File: src/sv/tlws_pkg.sv
`default_nettype none
package tlws_pkg;

    localparam int DEF_NUM_TASKS   = 3;
    localparam int DEF_SAMPLE_BITS = 32;

    localparam int MISS_W  = 8;
    localparam int GRACE_W = 9;
    localparam int CFG_W   = 8;
    localparam int CFG_IDX_W = 1;

    localparam logic [GRACE_W-1:0] GRACE_SAT = 9'd256;

    localparam logic [CFG_IDX_W-1:0] CFG_MISS_LIMIT  = 1'b0;
    localparam logic [CFG_IDX_W-1:0] CFG_GRACE_TICKS = 1'b1;

    localparam logic [CFG_W-1:0] MISS_LIMIT_RST  = 8'd5;
    localparam logic [CFG_W-1:0] GRACE_TICKS_RST = 8'd2;

    typedef struct packed {
        logic [CFG_W-1:0] miss_limit;
        logic [CFG_W-1:0] grace_ticks;
    } cfg_t;

    typedef struct packed {
        logic              advance;
        logic              check;
        logic [MISS_W-1:0] limit;
    } lane_ctrl_t;

endpackage
`default_nettype wire

File: src/sv/task_liveness_watchdog_supervisor.sv
// Task liveness watchdog supervisor.
// The s_ channel takes one supervision tick per item: s_tdata carries one
// liveness counter sample per supervised task. The m_ channel returns one
// result item per tick with the kick and stall flags, the sticky failsafe
// flag and each task's miss count after the tick.
// The cfg channel writes miss_limit (index 0) and grace_ticks (index 1); it
// is always ready and should only be written while no item is in flight.
// An accepted input waits in the input register, then its result in the
// result register: one input register and one result register with the
// compare and count logic between them.
// Throughput is one item per cycle while m_tready is high; the result register
// lets a new tick be taken while an earlier result still waits on m_tready.
// When m_tready is low the result holds, the input register fills, and then
// s_tready drops until the result is taken.
// A synchronous low on aresetn clears the grace counter, stored samples,
// miss counts and failsafe flag, empties both registers and restores
// miss_limit to 5 and grace_ticks to 2.
`default_nettype none
module task_liveness_watchdog_supervisor #(
    parameter int NUM_TASKS   = tlws_pkg::DEF_NUM_TASKS,
    parameter int SAMPLE_BITS = tlws_pkg::DEF_SAMPLE_BITS,
    localparam int IN_BITS    = NUM_TASKS * SAMPLE_BITS,
    localparam int IN_W       = ((IN_BITS + 7) / 8) * 8,
    localparam int OUT_BITS   = 3 + tlws_pkg::MISS_W * NUM_TASKS,
    localparam int OUT_W      = ((OUT_BITS + 7) / 8) * 8
) (
    input  wire logic                           aclk,
    input  wire logic                           aresetn,
    // Fields from bit 0 up: sample_a, sample_b, sample_c (one per task).
    input  wire logic [IN_W-1:0]                s_tdata,
    input  wire logic                           s_tvalid,
    output logic                                s_tready,
    // Fields from bit 0 up: kick, stall_now, failsafe_latched, miss_a,
    // miss_b, miss_c (one miss count per task).
    output logic [OUT_W-1:0]                    m_tdata,
    output logic                                m_tvalid,
    input  wire logic                           m_tready,
    input  wire logic                           cfg_valid,
    output logic                                cfg_ready,
    input  wire logic [tlws_pkg::CFG_IDX_W-1:0] cfg_index,
    input  wire logic [tlws_pkg::CFG_W-1:0]     cfg_data
);

    tlws_pkg::cfg_t                  cfg;
    tlws_pkg::lane_ctrl_t            lane_ctrl;

    logic                            in_valid_reg;
    logic [IN_BITS-1:0]              in_data_reg;
    logic                            out_valid_reg;
    logic [OUT_W-1:0]                out_data_reg;
    logic [OUT_W-1:0]                out_data_next;
    logic [tlws_pkg::GRACE_W-1:0]    grace_reg;
    logic [tlws_pkg::GRACE_W-1:0]    grace_next;
    logic                            failsafe_reg;
    logic                            failsafe_next;

    logic                            advance;
    logic                            load;
    logic                            is_grace;
    logic                            stall;
    logic                            kick;
    logic [NUM_TASKS-1:0]            alive;
    logic [tlws_pkg::MISS_W*NUM_TASKS-1:0] miss_flat;

    assign cfg_ready = 1'b1;

    tlws_cfg_regs u_cfg (
        .aclk      (aclk),
        .aresetn   (aresetn),
        .cfg_valid (cfg_valid),
        .cfg_index (cfg_index),
        .cfg_data  (cfg_data),
        .cfg       (cfg)
    );

    assign advance  = in_valid_reg && (!out_valid_reg || m_tready);
    assign s_tready = !in_valid_reg || advance;
    assign load     = s_tvalid && s_tready;

    assign grace_next = (grace_reg == tlws_pkg::GRACE_SAT) ?
                        grace_reg : grace_reg + tlws_pkg::GRACE_W'(1);
    assign is_grace   = grace_next <= {1'b0, cfg.grace_ticks};

    assign lane_ctrl.advance = advance;
    assign lane_ctrl.check   = !is_grace;
    assign lane_ctrl.limit   = cfg.miss_limit;

    for (genvar t = 0; t < NUM_TASKS; t++) begin : g_lane
        tlws_lane #(
            .SAMPLE_BITS (SAMPLE_BITS)
        ) u_lane (
            .aclk     (aclk),
            .aresetn  (aresetn),
            .ctrl     (lane_ctrl),
            .sample   (in_data_reg[t*SAMPLE_BITS +: SAMPLE_BITS]),
            .miss_res (miss_flat[t*tlws_pkg::MISS_W +: tlws_pkg::MISS_W]),
            .alive    (alive[t])
        );
    end

    assign stall         = !is_grace && !(&alive);
    assign kick          = !stall;
    assign failsafe_next = failsafe_reg || stall;

    always_comb begin
        out_data_next = '0;
        out_data_next[OUT_BITS-1:0] = {miss_flat, failsafe_next, stall, kick};
    end

    always_ff @(posedge aclk) begin
        if (!aresetn) begin
            in_valid_reg  <= 1'b0;
            out_valid_reg <= 1'b0;
            grace_reg     <= '0;
            failsafe_reg  <= 1'b0;
        end else begin
            if (load) begin
                in_valid_reg <= 1'b1;
            end else if (advance) begin
                in_valid_reg <= 1'b0;
            end
            if (advance) begin
                out_valid_reg <= 1'b1;
                grace_reg     <= grace_next;
                failsafe_reg  <= failsafe_next;
            end else if (m_tready) begin
                out_valid_reg <= 1'b0;
            end
        end
    end

    always_ff @(posedge aclk) begin
        if (load) begin
            in_data_reg <= s_tdata[IN_BITS-1:0];
        end
        if (advance) begin
            out_data_reg <= out_data_next;
        end
    end

    assign m_tvalid = out_valid_reg;
    assign m_tdata  = out_data_reg;

`ifndef SYNTHESIS
    a_kick_xor_stall: assert property (@(posedge aclk) disable iff (!aresetn)
        out_valid_reg |-> (out_data_reg[0] != out_data_reg[1]))
        else $error("result shows kick and stall together or neither");

    a_stall_latches: assert property (@(posedge aclk) disable iff (!aresetn)
        (out_valid_reg && out_data_reg[1]) |-> out_data_reg[2])
        else $error("stall result without failsafe flag set");

    a_failsafe_sticky: assert property (@(posedge aclk) disable iff (!aresetn)
        failsafe_reg |=> failsafe_reg)
        else $error("failsafe flag cleared without reset");

    a_advance_fills: assert property (@(posedge aclk) disable iff (!aresetn)
        advance |=> out_valid_reg)
        else $error("item left input register but no result is pending");

    a_grace_no_update: assert property (@(posedge aclk) disable iff (!aresetn)
        (advance && is_grace) |-> kick)
        else $error("grace tick did not kick");
`endif

endmodule
`default_nettype wire

File: src/sv/tlws_cfg_regs.sv
`default_nettype none
module tlws_cfg_regs (
    input  wire logic                           aclk,
    input  wire logic                           aresetn,
    input  wire logic                           cfg_valid,
    input  wire logic [tlws_pkg::CFG_IDX_W-1:0] cfg_index,
    input  wire logic [tlws_pkg::CFG_W-1:0]     cfg_data,
    output tlws_pkg::cfg_t                      cfg
);

    tlws_pkg::cfg_t cfg_reg;

    always_ff @(posedge aclk) begin
        if (!aresetn) begin
            cfg_reg.miss_limit  <= tlws_pkg::MISS_LIMIT_RST;
            cfg_reg.grace_ticks <= tlws_pkg::GRACE_TICKS_RST;
        end else if (cfg_valid) begin
            case (cfg_index)
                tlws_pkg::CFG_MISS_LIMIT:  cfg_reg.miss_limit  <= cfg_data;
                tlws_pkg::CFG_GRACE_TICKS: cfg_reg.grace_ticks <= cfg_data;
                default: ;
            endcase
        end
    end

    assign cfg = cfg_reg;

endmodule
`default_nettype wire

File: src/sv/tlws_lane.sv
`default_nettype none
module tlws_lane #(
    parameter int SAMPLE_BITS = tlws_pkg::DEF_SAMPLE_BITS
) (
    input  wire logic                        aclk,
    input  wire logic                        aresetn,
    input  wire tlws_pkg::lane_ctrl_t        ctrl,
    input  wire logic [SAMPLE_BITS-1:0]      sample,
    output logic [tlws_pkg::MISS_W-1:0]      miss_res,
    output logic                             alive
);

    logic [SAMPLE_BITS-1:0]        prev_reg;
    logic [tlws_pkg::MISS_W-1:0]   miss_reg;
    logic [tlws_pkg::MISS_W-1:0]   miss_next;

    always_comb begin
        if (sample == prev_reg) begin
            if (miss_reg < ctrl.limit) begin
                miss_next = miss_reg + tlws_pkg::MISS_W'(1);
            end else begin
                miss_next = ctrl.limit;
            end
        end else begin
            miss_next = '0;
        end
    end

    assign miss_res = ctrl.check ? miss_next : miss_reg;
    assign alive    = miss_next < ctrl.limit;

    always_ff @(posedge aclk) begin
        if (!aresetn) begin
            prev_reg <= '0;
            miss_reg <= '0;
        end else if (ctrl.advance && ctrl.check) begin
            prev_reg <= sample;
            miss_reg <= miss_next;
        end
    end

endmodule
`default_nettype wire

File: config.mk
export PLATFORM = sky130hd
export DESIGN_NAME = task_liveness_watchdog_supervisor
export DESIGN_NICKNAME = d
export VERILOG_FILES = /design/src/sv/tlws_pkg.sv /design/src/sv/task_liveness_watchdog_supervisor.sv /design/src/sv/tlws_cfg_regs.sv /design/src/sv/tlws_lane.sv
export SDC_FILE = /design/constraint.sdc
export NUM_CORES = 1
export LEC_CHECK = 0
export ABC_AREA = 1
export BUFFER_PORTS_ARGS = -buffer_cell sky130_fd_sc_hd__buf_2
export CAP_MARGIN = 5
export CORE_MARGIN = 5
export CORE_UTILIZATION = 40
export CTS_BUF_LIST = sky130_fd_sc_hd__clkbuf_2 sky130_fd_sc_hd__clkbuf_4 sky130_fd_sc_hd__clkbuf_8
export DETAILED_ROUTE_END_ITERATION = 10
export PLACE_DENSITY = 0.57
export SLEW_MARGIN = 20
export SYNTH_ARGS = -nofsm -noshare
export SYNTH_HDL_FRONTEND = slang
export SYNTH_SLANG_ARGS = --single-unit
File: constraint.sdc
create_clock -name aclk -period 7.9 [get_ports aclk]
set_input_delay 0.395 -clock aclk [delete_from_list [all_inputs] [get_ports aclk]]
set_output_delay 0.395 -clock aclk [all_outputs]
set_load 0.005 [all_outputs]
## Word-level counts from Yosys, hierarchy flattened

Index checks and enable logic that the tools add are counted.

- Bits in registers: 271
- Bits of input ports: 110
- Output and inout bits: 35
- Logic and storage cells: 61

- Add/subtract/negate cells: 4
- Magnitude comparators: 7
- Equal/unequal tests: 4
- Muxes and demuxes: 14
- Bitwise logic cells: 1
- Reductions and logical operators: 17

Operators with widths:

| cell | number |
|---|---|
| 32-bit == test | 3 |
| 8-bit two-way mux | 9 |
| 8-bit less-than comparator | 6 |
| 8-bit by 1-bit adder with 8-bit output, second input constant | 3 |
| 9-bit by 1-bit adder with 9-bit output, second input constant | 1 |
| 9-bit == test, second input constant | 1 |
| 9-bit by 8-bit <= comparator with 1-bit output | 1 |
| 9-bit two-way mux | 1 |
| 1-bit zero test | 5 |
| 1-bit logical AND | 4 |
| 1-bit two-way mux | 4 |
| 2-bit AND reduction | 2 |
| 2-bit nonzero test | 2 |
| 1-bit logical OR | 3 |
| 3-bit AND reduction | 1 |
| 1-bit inverter | 1 |

## Longest topological paths before layout

Gate-level depths: netlist of the first run.

- Depth in word-level cells: 8
- Depth in mapped cells: 24
- Depth with buffers taken out: 23

## By module

From an unflattened synthesis of the first run, not the netlist that was laid out.

- Cells, all modules: 1510
- Area, all modules: 12918.6 um^2

Modules (own cells, without submodules):

| module | instances | cells each | area each (um^2) | sequential area each (um^2) |
|---|---|---|---|---|
| task_liveness_watchdog_supervisor | 1 | 253 | 4594.4 | 3933.8 |
| tlws_lane (g_lane[0].u_lane) | 1 | 407 | 2620.0 | 800.8 |
| tlws_lane (g_lane[1].u_lane) | 1 | 383 | 2553.7 | 800.8 |
| tlws_lane (g_lane[2].u_lane) | 1 | 383 | 2537.4 | 800.8 |
| tlws_cfg_regs | 1 | 84 | 613.1 | 320.3 |

## Worst setup path after synthesis of the first run

Ideal clock, no wire load.

- Path type: reg2reg
- Start: register u_cfg.cfg_reg (netlist bit u_cfg.cfg[15])
- End: register out_data_reg[2] (netlist: m_tdata[2]) (data pin)
- Setup time: 0.255 ns
- Arrival time: 3.020 ns
- Required time: 7.645 ns
- Slack: 4.625 ns
- Stages on the path, launching flop included: 19
- Path buffers: 1
- Period minus slack after synthesis: 3.275 ns
- Cells stage by stage: dfxtp_1 > inv_1 > ha_1 > a21oi_1 > o21a_1 > nand2_1 > inv_1 > clkbuf_1 > nand3_1 > o211ai_1 > inv_1 > ha_1 > a22o_1 > a2111oi_0 > o211ai_1 > a21oi_1 > nand2_1 > nand2_1 > nand2_1

- Word-level cells in the longest chain between the ends: 8
- Elaborated cells between the ends (all ways): 16
- Those cells by class: 6 x order compare; 6 x mux; 4 x reduce/logical

RTL lines:

| what | RTL line | text |
|---|---|---|
| start, declared | tlws_cfg_regs.sv:11 | `tlws_pkg::cfg_t cfg_reg;` |
| 8-bit less-than comparator | tlws_lane.sv:19 | `if (miss_reg < ctrl.limit) begin` |
| 8-bit two-way mux (*) | tlws_lane.sv:19 |  |
| 8-bit two-way mux (*) | tlws_lane.sv:18 | `if (sample == prev_reg) begin` |
| via g_lane[2].u_lane.miss_next, one bit | tlws_lane.sv:15 | `logic [tlws_pkg::MISS_W-1:0] miss_next;` |
| 8-bit less-than comparator (*) | tlws_lane.sv:30 | `assign alive = miss_next < ctrl.limit;` |
| 3-bit AND reduction (*) | task_liveness_watchdog_supervisor.sv:101 | `assign stall = !is_grace && !(&alive);` |
| 1-bit zero test (*) | task_liveness_watchdog_supervisor.sv:101 |  |
| 1-bit logical AND (*) | task_liveness_watchdog_supervisor.sv:101 |  |
| 1-bit logical OR (*) | task_liveness_watchdog_supervisor.sv:103 | `assign failsafe_next = failsafe_reg \|\| stall;` |
| via failsafe_next | task_liveness_watchdog_supervisor.sv:55 | `logic failsafe_next;` |
| end signal, assigned | task_liveness_watchdog_supervisor.sv:137 | `out_data_reg <= out_data_next;` |
| end, declared | task_liveness_watchdog_supervisor.sv:50 | `logic [OUT_W-1:0] out_data_reg;` |

Mark *: on every way through the listed nets, which the timed path passes. The rest lies on a longest branch.
A chain may end at the register's enable or synchronous reset.

## Worst setup path in the final report of the first run

- Start: register grace_reg[0] in the netlist's numbering
- End: register g_lane[2].u_lane.miss_reg[4] in the netlist's numbering

- Word-level cells in the longest chain between the ends: 5
- Elaborated cells between the ends (all ways): 6
- Those cells by class: 1 x add/sub; 1 x order compare; 1 x eq/ne; 1 x mux; 2 x reduce/logical

RTL lines:

| what | RTL line | text |
|---|---|---|
| start, declared | task_liveness_watchdog_supervisor.sv:52 | `logic [tlws_pkg::GRACE_W-1:0] grace_reg;` |
| start signal, assigned | task_liveness_watchdog_supervisor.sv:124 | `grace_reg <= grace_next;` |
| 9-bit by 1-bit adder with 9-bit output / 9-bit == test (equally long branches) | task_liveness_watchdog_supervisor.sv:81, task_liveness_watchdog_supervisor.sv:80 |  |
| 9-bit two-way mux (*) | task_liveness_watchdog_supervisor.sv:80 | `assign grace_next = (grace_reg == tlws_pkg::GRACE_SAT) ?` |
| via grace_next, one bit | task_liveness_watchdog_supervisor.sv:53 | `logic [tlws_pkg::GRACE_W-1:0] grace_next;` |
| 9-bit by 8-bit <= comparator with 1-bit output (*) | task_liveness_watchdog_supervisor.sv:82 | `assign is_grace = grace_next <= {1'b0, cfg.grace_ticks};` |
| 1-bit zero test (*) | task_liveness_watchdog_supervisor.sv:85 | `assign lane_ctrl.check = !is_grace;` |
| 1-bit logical AND (*) | tlws_lane.sv:36 | `end else if (ctrl.advance && ctrl.check) begin` |
| end signal, assigned | tlws_lane.sv:38 | `miss_reg <= miss_next;` |
| end, declared | tlws_lane.sv:14 | `logic [tlws_pkg::MISS_W-1:0] miss_reg;` |

Marked as above.

==> load_flow_metrics.sql, run 1 <==
INSERT INTO impl_metrics (metric_group, metric, value, unit) VALUES
('synth', 'count_of_flip_flops_with_a_built_in_enable_after_synthesis', '123', ''),
('synth', 'ys_types', '34', ''),
('global_routing', 'grt_pass1_vias', '9634', ''),
('setup_path', 'path_cells', 'inv_1 > ha_1 > nand4_1 > nor4_1 > inv_1 > nand2_1 > inv_1 > ha_1 > a21oi_1 > o21ai_0 > a31oi_1 > o21ai_0 > a21o_1 > a21oi_4 > nor2_4 > buf_4 > inv_2 > buf_4 > o21ai_0 > a21oi_1', ''),
('min_path', 'worst_hold_path_type', 'in -> reg', ''),
('power', 'total_power', '3410', 'uW'),
('power', 'power_density', '223', 'nW/um^2'),
('place', 'buffer_ports.inserted', '138', ''),
('setup_path', 'cp_num_cells', '20', ''),
('timing', 'finalSetupViolCount', '0', ''),
('setup_path', 'critPathCaptureType', 'flop', ''),
('setup_path', 'cp-endpoint', 'g_lane[2].u_lane.miss_reg[4]', ''),
('setup_path', 'reg2reg_to', 'g_lane[2].u_lane.miss_reg[4]', ''),
('timing', 'sum_of_negative_setup_slack', '0', 'ns'),
('power', 'power.ir.vdd_worst', '0.136', 'mV'),
('detailed_routing', 'dr.first_iter.drc_count', '444', ''),
('clock_tree', 'clkSlewWorstSetupHoldPaths', '0.06', 'ns'),
('floorplan', 'initial_core_util', '40.2', '%'),
('synth', 'postSynthRegisterBits', '271', ''),
('setup_path', 'worst_path_max_delay_cell', 'sky130_fd_sc_hd__buf_4', ''),
('detailed_routing', 'first_pass_iters', '5', ''),
('floorplan', 'core_area', '31300', 'um^2'),
('timing', 'timing.slew.headroom', '42.8', '%'),
('setup_path', 'critical_path.reg2reg.startpoint', 'grace_reg[0]', ''),
('place', 'place.gp.congestion', '0.822', ''),
('setup_path', 'timing.critical_path.buf_inv', '6', ''),
('global_routing', 'grt_overflow', '0', ''),
('global_routing', 'gr-usage-all-layers', '16.0', '%'),
('clock_tree', 'tritoncts', 'done', ''),
('timing', 'period_needed', '4.47', 'ns'),
('synth', 'synth.avg_cell_area', '8.68', 'um^2'),
('timing', 'worst_slew_pin_slew', '0.857', 'ns'),
('detailed_routing', 'drt_via_density', '4.67', ''),
('setup_path', 'cp.required', '8.37', 'ns'),
('setup_path', 'cpLargestDelayFamily', 'buffers and inverters', ''),
('detailed_routing', 'routed_wirelength', '28400', 'um'),
('power', 'leakage', '0.00670', 'uW'),
('floorplan', 'die_area', '35100', 'um^2'),
('timing', 'min_period_over_period', '56.6', '%'),
('final_layout', 'areaGrowthSynthToFinish', '21.5', '%'),
('clock_tree', 'cts_buffers', '47', ''),
('detailed_routing', 'final_antenna_net_count', '0', ''),
('status', 'status', 'finished, final reports clean', ''),
('timing', 'hold_viol_final', '0', ''),
('setup_path', 'critical_path_peak_fanout', '69', ''),
('setup_path', 'cp.arrival', '4.94', 'ns'),
('detailed_routing', 'drc', '0', ''),
('detailed_routing', 'routed-via-count', '9848', ''),
('final_layout', 'most_frequent_cells_in_the_layout', '285 x sky130_fd_sc_hd__nand2_1, 190 x sky130_fd_sc_hd__nor2_1, 169 x sky130_fd_sc_hd__inv_1', ''),
('clock_tree', 'ctsResizeCount', '0', ''),
('final_layout', 'insertedDiodeCount', '0', ''),
('clock_tree', 'cts_root_buf', 'sky130_fd_sc_hd__clkbuf_8', ''),
('clock_tree', 'cts.repair_timing.setup_buffer_count', '0', ''),
('final_layout', 'fin_nets', '1834', ''),
('synth', 'syn_inst', '1451', ''),
('synth', 'yosysSeqAreaShare', '52.9', '%'),
('setup_path', 'reg2reg_setup_slack', '3.43', 'ns'),
('global_routing', 'pin_count_of_the_biggest_net_entering_global_routing', '88', ''),
('floorplan', 'die_span_in_y', '187', 'um'),
('clock_tree', 'cts.sinks', '271', ''),
('timing', 'f_max', '223', 'MHz'),
('timing', 'rsz0062_at_grt', 'false', ''),
('synth', 'synth-main-ff-cell', 'sky130_fd_sc_hd__dfxtp_1', ''),
('floorplan', 'placement_rows', '65', ''),
('synth', 'synth.cell_area', '12600', 'um^2'),
('clock_tree', 'htreeDepth', '2', ''),
('job', 'timing.max_cap.violations', '0', ''),
('setup_path', 'source_of_the_critical_timing_path', 'grace_reg[0]', ''),
('global_routing', 'antenna_found_initial', '0', ''),
('global_routing', 'grt_pass1_wl', '46900', 'um'),
('place', 'hpwlAfterDp', '19000', 'um');
-- area by class of cell --
cell class | instances | area (um^2) | area share (%)
Clock inverter | 16 | 109 | 0.712
Inverter | 172 | 647 | 4.23
Timing Repair Buffer | 222 | 1520 | 9.95
Sequential cell | 271 | 6660 | 43.5
Tap cell | 402 | 503 | 3.29
Multi-Input combinational cell | 955 | 5000 | 32.7
Clock buffer | 71 | 865 | 5.65
-- per-stage QoR --
step | utilization, % | setup WS, ns | hold slack, ns | instance area (um^2) | instances
final | 48.9 | 3.43 | 0.0470 | 15300 | 2109
after global routing | 48.9 | 2.94 | 0.00142 | 15300 | 2109
after CTS | 48.8 | 3.38 | 0.00120 | 15300 | 2108
after detailed placement | 43.2 | 3.40 | 0.454 | 13500 | 1943
after global placement | 43.2 | 3.49 | 0.450 | 13500 | 1943
after floorplan | - | 4.62 | 0.435 | 12600 | 1455
-- timing repair --
item	CTS	global route
hold buffers	78	1
hold endpoints to repair	78	1
setup endpoints to repair	0	0
-- cells in the mapped netlist, types with 13 or more instances --
cell type,n,share of area [%]
sky130_fd_sc_hd__a211oi_1,15,0.89
sky130_fd_sc_hd__a21oi_1,104,4.1
sky130_fd_sc_hd__clkbuf_1,31,0.92
sky130_fd_sc_hd__dfxtp_1,148,24
sky130_fd_sc_hd__edfxtp_1,123,29
sky130_fd_sc_hd__ha_1,55,5.5
sky130_fd_sc_hd__inv_1,171,5.1
sky130_fd_sc_hd__nand2_1,285,8.5
sky130_fd_sc_hd__nand3_1,17,0.68
sky130_fd_sc_hd__nor2_1,190,5.7
sky130_fd_sc_hd__o21ai_0,161,6.4
sky130_fd_sc_hd__xnor2_1,62,4.3
sky130_fd_sc_hd__xor2_1,13,0.90
-- metal layers --
layer | up-vias | GRT usage, % | share of wire, %
li1 | 5176 | - | -
met1 | 4397 | 20.7 | 46
met2 | 227 | 26.9 | 47
met3 | 48 | 3.27 | 5.0
met4 | 0 | 5.08 | 2.4
met5 | - | 0 | 0
-- worst min-delay path by stage --
stage | start | to | slack (ns) | depth (start not counted)
CTS | s_tdata[74] | in_data_reg[74] | 0.001 | 1
finish | s_tdata[19] | in_data_reg[19] | 0.05 | 1
global placement | u_cfg.cfg[7] | u_cfg.cfg[7] | 0.45 | 2
floorplan | u_cfg.cfg[2] | u_cfg.cfg[2] | 0.44 | 2
detailed placement | u_cfg.cfg[7] | u_cfg.cfg[7] | 0.45 | 2
global route | s_tdata[74] | in_data_reg[74] | 0.001 | 1
-- power by group --
group	switching, uW	internal (uW)	total (uW)	leakage (uW)
sequential	70.3	1580	1650	0.00241
clock	560	735	1300	0.000517
combinational	274	186	460	0.00378
total	905	2500	3410	0.00670
-- kinds of logic after synthesis --
group                      after synthesis  synth area share (%)
DFF                                    271                  52.9
AOI/OAI and AO/OA                      310                  13.1
buffers and inverters                  229                  7.63
xor gates and xnor gates                75                  5.22
and+or+nand+nor                        509                  15.6
other                                    2                0.0596
adders and majority gates               55                  5.46
(Power assumes the default switching activity.)
==> inputs of run 2 (changes only) <==
==> constraint.sdc (replaced) <==
create_clock -name aclk -period 4.18 [get_ports aclk]
set_input_delay 0.209 -clock aclk [delete_from_list [all_inputs] [get_ports aclk]]
set_output_delay 0.209 -clock aclk [all_outputs]
set_load 0.005 [all_outputs]
==> run 2 against run 1 <==
Compared with the run above: first-iteration DRC count grew 12%; maximum frequency grew 19%; largest power group unchanged; sequential share of layout area shrank 0.97 points; global-route usage grew 0.73 points.
==> load_flow_metrics.sql, run 2 (synthesis results as in run 1) <==
INSERT INTO impl_metrics (metric_group, metric, value, unit) VALUES
('detailed_routing', 'final_antenna_net_count', '0', ''),
('global_routing', 'groute.layer.met1.usage', '21.2', '%'),
('setup_path', 'path_cells', 'inv_1 > ha_1 > a21oi_1 > o21a_1 > nand2_1 > inv_1 > nand3_1 > o211ai_1 > inv_1 > ha_1 > a22o_1 > a2111oi_0 > o211ai_1 > a21oi_1 > nand2_1 > nand2_1 > nand2_1', ''),
('clock_tree', 'tritoncts', 'done', ''),
('min_path', 'worst_hold_path_type', 'in -> reg', ''),
('floorplan', 'initial_core_util', '40.2', '%'),
('global_routing', 'grt_overflow', '0', ''),
('final_layout', 'area.sequential', '6660', 'um^2'),
('power', 'combPwrFrac', '13.8', '%'),
('detailed_routing', 'routed-via-count', '10100', ''),
('detailed_routing', 'routed_wirelength', '29400', 'um'),
('floorplan', 'die_span_in_y', '187', 'um'),
('final_layout', 'areaGrowthSynthToFinish', '24.3', '%'),
('power', 'p_switching', '1730', 'uW'),
('clock_tree', 'cts_buffers', '46', ''),
('detailed_routing', 'drt_via_density', '4.70', ''),
('status', 'status', 'finished, final reports clean', ''),
('clock_tree', 'clkSlewWorstSetupHoldPaths', '0.06', 'ns'),
('timing', 'period_needed', '3.76', 'ns'),
('place', 'detailedPlace.worstSlack', '0.440', 'ns'),
('global_routing', 'grt_busiest_layer', 'met2', ''),
('global_routing', 'antenna_found_initial', '0', ''),
('timing', 'finClkSkew', '0.0284', 'ns'),
('power', 'power.ir.vdd_worst', '0.249', 'mV'),
('floorplan', 'placement_rows', '65', ''),
('power', 'swShare', '26.3', '%'),
('power', 'clkPwrFrac', '38.7', '%'),
('final_layout', 'insertedDiodeCount', '0', ''),
('clock_tree', 'cts.repair_timing.setup_buffer_count', '0', ''),
('place', 'place.gp.congestion', '0.846', ''),
('power', 'leakage', '0.00686', 'uW'),
('floorplan', 'io_pins', '145', ''),
('final_layout', 'drive_above_1_share', '13.6', '%'),
('detailed_routing', 'drc', '0', ''),
('clock_tree', 'htreeDepth', '2', ''),
('setup_path', 'worst_path_max_delay_cell', 'sky130_fd_sc_hd__dfxtp_1', ''),
('setup_path', 'cp.required', '4.48', 'ns'),
('final_layout', 'layout_commonest_cell', 'sky130_fd_sc_hd__nand2_1', ''),
('timing', 'hold_viol_final', '0', ''),
('global_routing', 'met2_usage', '28.9', '%'),
('setup_path', 'cp.arrival', '4.07', 'ns'),
('timing', 'report.final.slew_viol_count', '0', ''),
('final_layout', 'most_frequent_cells_in_the_layout', '285 x sky130_fd_sc_hd__nand2_1, 190 x sky130_fd_sc_hd__nor2_1, 169 x sky130_fd_sc_hd__inv_1', ''),
('floorplan', 'core_area', '31300', 'um^2'),
('power', 'power_density', '420', 'nW/um^2'),
('clock_tree', 'cts.path.max_buffers', '3', ''),
('setup_path', 'worst-setup-path-type', 'reg -> reg', ''),
('clock_tree', 'cts_root_buf', 'sky130_fd_sc_hd__clkbuf_8', ''),
('final_layout', 'multiInputGateArea', '5000', 'um^2'),
('clock_tree', 'cts.sinks', '271', ''),
('final_layout', 'nFillCells', '2865', ''),
('place', 'buffer_ports.inserted', '138', ''),
('setup_path', 'cpPeakStageDelay', '0.42', 'ns'),
('timing', 'min_period_over_period', '90.0', '%'),
('setup_path', 'critPathCaptureType', 'flop', ''),
('detailed_routing', 'dr.first_iter.drc_count', '499', ''),
('clock_tree', 'worstSkewPairLatency', '0.57', 'ns'),
('timing', 'f_max', '266', 'MHz'),
('timing', 'worst_slew_pin_slew', '0.995', 'ns'),
('setup_path', 'critical_path_peak_fanout', '11', ''),
('timing', 'finalSetupViolCount', '0', ''),
('global_routing', 'gr-usage-all-layers', '16.7', '%'),
('floorplan', 'die_area', '35100', 'um^2'),
('power', 'intPower', '4850', 'uW'),
('final_layout', 'fin_nets', '1863', ''),
('timing', 'sum_of_negative_setup_slack', '0', 'ns'),
('timing', 'rsz0062_at_grt', 'false', ''),
('detailed_routing', 'wl_per_cell', '13.8', 'um'),
('power', 'power.sequential.fraction', '47.4', '%'),
('floorplan', 'die_w', '187', 'um'),
('job', 'timing.max_cap.violations', '0', ''),
('detailed_routing', 'first_pass_iters', '5', ''),
('global_routing', 'pin_count_of_the_biggest_net_entering_global_routing', '104', ''),
('timing', 'setup_ws', '0.418', 'ns'),
('timing', 'timing.slew.headroom', '33.6', '%'),
('setup_path', 'path_common_cell', 'sky130_fd_sc_hd__nand2_1', ''),
('global_routing', 'use_met3', '3.27', '%'),
('global_routing', 'grt_pass1_wl', '48900', 'um'),
('setup_path', 'critPathLaunchType', 'flop', ''),
('global_routing', 'grt_pass1_vias', '10200', ''),
('place', 'hpwlAfterDp', '18800', 'um');
[run 2: cell count changes in the layout (fill, tap and decap cells not counted), sizes merged]
cell         delta
dlygate4sd3    +27
clkinv          -8
clkbuf          +6
buf             +3
clkinvlp        -2
bufinv          +1
inv             +1
[run 2: final cells by class]
type / instances / area share (%)
well taps: 402 / 3.21
clock buffers: 77 / 5.73
repair buffers: 252 / 11.8
inverters: 172 / 4.13
multi-input cells: 955 / 31.9
clock inverters: 8 / 0.672
flip-flops and latches: 271 / 42.5
[run 2: repair_timing]
item                                    CTS  global route
gates resized for setup                   0             1
hold buffers                            106             0
endpoints found under the hold margin   110             0
endpoints found under the setup margin    0            10
[run 2: metal layers]
layer,up-vias,wire length [um]
met5,-,0
met1,4522,13400
met4,0,720
met3,65,1470
met2,234,13800
li1,5230,-
[run 2: worst paths after layout]
kind                               startpoint      endpoint  slack, ns  cells past startpoint
worst min register to register   u_cfg.cfg[6]  u_cfg.cfg[6]       0.46                      2
worst min-delay path                cfg_index  u_cfg.cfg[8]       0.06                      3
worst max-delay path            u_cfg.cfg[15]    m_tdata[2]       0.42                     17
worst max register to register  u_cfg.cfg[15]    m_tdata[2]       0.42                     17
[run 2: worst max-delay path: cells and delay by family, from the launching register on]
kind            cells  cell delay, ns
fa+ha+maj           2            0.64
buf+inv             3            0.53
compound gates      7            1.40
simple gates        5            0.53
flops               1            0.42
[run 2: per-stage QoR]
| stage | hold slack, ns | util [%] | cell area (um^2) | std cells | total power (uW) |
|---|---|---|---|---|---|
| after CTS | 0.0289 | 50.0 | 15600 | 2137 | 6660 |
| after floorplan | 0.308 | - | 12600 | 1455 | 3770 |
| after detailed placement | 0.387 | 43.4 | 13600 | 1946 | 4010 |
| after global routing | 0.0467 | 50.0 | 15600 | 2137 | 6950 |
| final | 0.0571 | 50.0 | 15600 | 2137 | 6570 |
| after global placement | 0.385 | 43.4 | 13600 | 1946 | 3980 |
[run 2: power by group through the flow]
stage | sequential, uW | combinational [uW] | clock [uW]
final | 3120 | 910 | 2550
after floorplan | 3140 | 627 | 0
after global placement | 3160 | 820 | 0
after global routing | 3140 | 1050 | 2760
after CTS | 3120 | 915 | 2630
after detailed placement | 3170 | 837 | 0
